`src/hw/rtl/quadratic_probe_hash_map_macros.svh`:
```
// Assertion macros for the quadratic probe hash map.
// Included by the modules that carry concurrent checks; clocked by clk_i, disabled while rst_ni is low.
`ifndef QUADRATIC_PROBE_HASH_MAP_MACROS_SVH
`define QUADRATIC_PROBE_HASH_MAP_MACROS_SVH
`ifndef SYNTHESIS
`define QPHM_ASSERT(label, prop, msg) \
  label: assert property (@(posedge clk_i) disable iff (!rst_ni) prop) else $error(msg);
`define QPHM_ASSERT_NEVER(label, cond, msg) \
  label: assert property (@(posedge clk_i) disable iff (!rst_ni) !(cond)) else $error(msg);
`else
`define QPHM_ASSERT(label, prop, msg)
`define QPHM_ASSERT_NEVER(label, cond, msg)
`endif
`endif

```
`src/hw/rtl/qphm_ram.sv`:
```
// Generic simple dual-port RAM: one write port, one read port with registered data.
// No dependencies.
module qphm_ram #(
  parameter int unsigned Width = 8,
  parameter int unsigned Depth = 16
) (
  input  logic                     clk_i,
  input  logic                     we_i,
  input  logic [$clog2(Depth)-1:0] waddr_i,
  input  logic [Width-1:0]         wdata_i,
  input  logic                     re_i,
  input  logic [$clog2(Depth)-1:0] raddr_i,
  output logic [Width-1:0]         rdata_o
);

  logic [Width-1:0] mem_q [Depth];
  logic [Width-1:0] rdata_q;

  always_ff @(posedge clk_i) begin
    if (we_i) begin
      mem_q[waddr_i] <= wdata_i;
    end
    if (re_i) begin
      rdata_q <= mem_q[raddr_i];
    end
  end

  assign rdata_o = rdata_q;

endmodule

```
`config.mk`:
```
export PLATFORM = sky130hd
export DESIGN_NAME = qphm_ram
export DESIGN_NICKNAME = d
export VERILOG_FILES = /design/src/hw/rtl/quadratic_probe_hash_map_macros.svh /design/src/hw/rtl/qphm_ram.sv
export SDC_FILE = /design/constraint.sdc
export NUM_CORES = 1
export LEC_CHECK = 0
export BUFFER_PORTS_ARGS = -buffer_cell sky130_fd_sc_hd__buf_2
export CORE_ASPECT_RATIO = 0.5
export CORE_MARGIN = 1.5
export CORE_UTILIZATION = 57
export CTS_BUF_LIST = sky130_fd_sc_hd__clkbuf_4 sky130_fd_sc_hd__clkbuf_8
export CTS_CLUSTER_SIZE = 12
export DETAILED_ROUTE_END_ITERATION = 16
export HOLD_SLACK_MARGIN = 0.12
export PLACE_DENSITY = 0.78
export SLEW_MARGIN = 30
export SYNTH_ARGS = -nofsm -noshare
export SYNTH_HDL_FRONTEND = slang
export SYNTH_SLANG_ARGS = --single-unit
```
`constraint.sdc`:
```
create_clock -name clk_i -period 1.74 [get_ports clk_i]
set_clock_uncertainty 0.05 [all_clocks]
set_input_delay 0.261 -clock clk_i [delete_from_list [all_inputs] [get_ports clk_i]]
set_output_delay 0.261 -clock clk_i [all_outputs]
set_load 0.05 [all_outputs]
```
==> results by group <==
Timing
  – Hold Vio Cnt, Final: 0
  – Pins Over Slew Limit: 0
  – # setup viols final: 0
  – Fin crit period: 1.638 ns
  – PnR worst setup slack: 0.1022 ns
  – Final period utilization: 0.9413
  – Fmax: 0.6106 GHz
  – Actual slew at the worst max-slew pin: 0.4212 ns
  – Relative slew slack: 0.7192
  – RSZ-0062 raised after global routing: false

Setup path
  – FF-to-FF setup slack: 0.10 ns
  – Worst path required time: 1.83 ns
  – Crit. End Element: flop
  – Worst path slowest cell: mux4_2
  – WP data arrival: 1.73 ns
  – R2R depth: 3
  – CP max FO: 1
  – WS Path Type: flop to flop
  – Crit path largest cell delay: 0.47 ns
  – FF-to-FF End: rdata_o[7]
  – Startpoint types: flop
  – Reg-to-reg startpoint: mem_q[11][7]
  – Crit-path cells: mux4_2, a22oi_1, nand2_1

Placement
  – Placed Area: 5680 um^2
  – Worst slack at placement: -0.2755 ns
  – Dpl hpwl: 6437 um
  – IO Port Bufs: 26
  – Gp weighted congestion: 0.7860

Logic synthesis
  – Post-Synth XOR/XNOR Area: 0
  – Simple-gate area share of the yosys netlist: 0.03135
  – Multiplexer share of the synthesized area: 0.1479
  – Number of synthesized flops with an enable pin: 136
  – Largest cells by area after synthesis: edfxtp_1 78%, mux4_2 7.8%, mux4_1 7.0%
  – Complex-gate fraction of the synthesized area: 0.02298
  – Most used DFF post-synth: edfxtp_1
  – Syn Area/Cell: 22.83 um^2
  – Post-Synth Adder-Cell Area: 0
  – Cell Area, Synth: 5228 um^2
  – Netlist cell types: 18
  – Async SR Flop Fraction: 0
  – Post-synth net total: 248
  – Synth Register Bits: 136
  – Post-synth top area cell: edfxtp_1
  – Register area share after synthesis: 0.7812
  – Syn. warnings: 0
  – Synthesized instance count: 229
  – Largest family of logic cells by synthesized area: multiplexers
  – Yosys top cell area share: 0.7812

Status
  – Run status: finished, final reports clean

Drt
  – Final ANT Viol Nets: 0
  – Post-DR vias/cell: 6.007
  – Final WL: 9797 um
  – Pre-Repair DR Iteration Count: 4
  – Total number of vias: 2,505
  – # DRC: 0
  – DR WL/cell: 23.49 um
  – Starting DRC count in detailed routing: 288

Power and ir drop
  – Clock power share: 0.345
  – Combinational power share: 0.066
  – Pwr dens: 1049 nW/um^2
  – VDD IR max: 0.5099 mV
  – Tot Pwr: 0.006305 W
  – Leak: 2.044 nW
  – P_sw: 0.001290 W
  – Switching share of total power: 0.2046
  – Flop pwr share: 0.589
  – Internal Power: 0.005015 W

Floorplanning
  – Io pins: 27
  – Die width: 138.4 um
  – Core area: 8798 um^2
  – Chip height: 70.72 um
  – Die area: 9789 um^2
  – FP Rows: 24
  – Initial core utilization: 0.5941

Global routing
  – Number of global-route vias before repair: 2,648
  – Grt ovf: 0
  – Initial antenna violation count: 0
  – Largest net degree at the start of global routing: 20
  – Total track usage: 0.2249
  – First-pass GRT wire length: 15,210 um

Clock network
  – CTS Root Cell: clkbuf_8
  – Number of gates resized after CTS: 0
  – CTS tree: done
  – H-Tree Depth: 4
  – Clock transition at path regs: 0.07 ns
  – Sink Count: 136
  – Setup bufs post-CTS: 0
  – Clock Latency Late Sink: 0.41 ns
  – Clock tree buffer depth: 2
  – CTS buffer count: 17
  – Hold buffers post-CTS: 0

Layout
  – Area growth, synth to finish: 14.94%
  – Final Util: 0.6829
  – Ant diodes: 0
  – Finished Cell Area: 6008 um^2
  – Nets: 309
  – Layout cells sized above 1: 0.3267

Hold path
  – Hold Crit Class: primary input to flop
  – Hold endpoint: rdata_o[1]
  – Hold_sp: re_i
  – Hold path cells: 1

Job
  – Max-Cap Viols: 0
-- synthesized netlist by cell type (2+ instances only) --
library cell,number
mux4_1,14
a22oi_1,16
nor2_1,13
mux4_2,18
nand2b_1,2
buf_2,3
nand2_1,9
nand3b_1,2
clkdlybuf4s25_2,3
edfxtp_1,136
nor3_1,4
buf_6,3
-- cell usage in the layout, fill, tap and decap left out, drive strengths merged --
| cell | count |
|---|---|
| and2b | 1 |
| and2 | 1 |
| a22oi | 16 |
| or3b | 1 |
| nand3 | 1 |
| mux4 | 32 |
| nor2 | 13 |
| buf | 52 |
| bufinv | 1 |
| nand3b | 2 |
| clkbuf | 22 |
| nor2b | 1 |
| nand2b | 2 |
| edfxtp | 136 |
| nand2 | 9 |
| nor3 | 4 |
| clkinv | 6 |
-- metal layers --
metal	global-route usage	vias to the layer above	wire (um)
li1	-	1101	-
met1	0.3127	1289	4147
met2	0.3444	105	4791
met3	0.06026	10	775
met4	0.1029	0	82
met5	0	-	0
-- per-stage QoR --
step	cells	setup TNS, ns	hold WS [ns]
after global placement	388	-0.8146	0.5899
after detailed placement	388	-1.072	0.5976
final	417	0	0.1851
after CTS	417	0	0.1485
after global routing	417	0	0.1491
after floorplan	229	0	0.3099
-- worst max-delay path: cells and delay by family, from the launching register on --
| kind | cells | cell delay [ns] |
|---|---|---|
| compound gates | 1 | 0.37 |
| flops | 1 | 0.37 |
| mux | 1 | 0.47 |
| simple gates | 1 | 0.11 |
-- power by group through the flow --
stage	combinational, W	clock [W]	sequential, W
final	0.000419	0.00217	0.00371
after floorplan	0.000187	0	0.00383
after global routing	0.000449	0.00235	0.00371
after detailed placement	0.000419	0	0.00378
after global placement	0.000403	0	0.00377
after CTS	0.000421	0.00222	0.00371
-- layout make-up --
type | count | area (um^2)
Timing Repair Buffer | 52 | 387.9
Clock buffer | 22 | 271.5
Multi-Input combinational cell | 83 | 1062
Sequential cell | 136 | 4084
Clock inverter | 7 | 56.30
Fill cell | 509 | 2790
Tap cell | 117 | 146.4
-- flip-flops by register name, summed over array words and instances, names as in the netlist --
name / flops
rdata_o: 8
mem_q: 128
-- logic make-up (layout without fill, tap and decap cells) --
logic type	after synthesis	in the layout
DFF	136	136
buffers and inverters	10	81
muxes	32	32
and+or+nand+nor	35	35
AOI/OAI and AO/OA	16	16
-- how the worst max path moves through the flow --
stage	endpoint	cells past startpoint	start
final	rdata_o[7]	3	mem_q[11][7]
after global routing	rdata_o[7]	3	mem_q[11][7]
after CTS	rdata_o[7]	3	mem_q[11][7]
after detailed placement	rdata_o[7]	6	raddr_i[0]
after global placement	rdata_o[7]	6	raddr_i[0]
after floorplan	rdata_o[1]	5	raddr_i[0]
No activity file was read; power rests on OpenSTA's default activity.
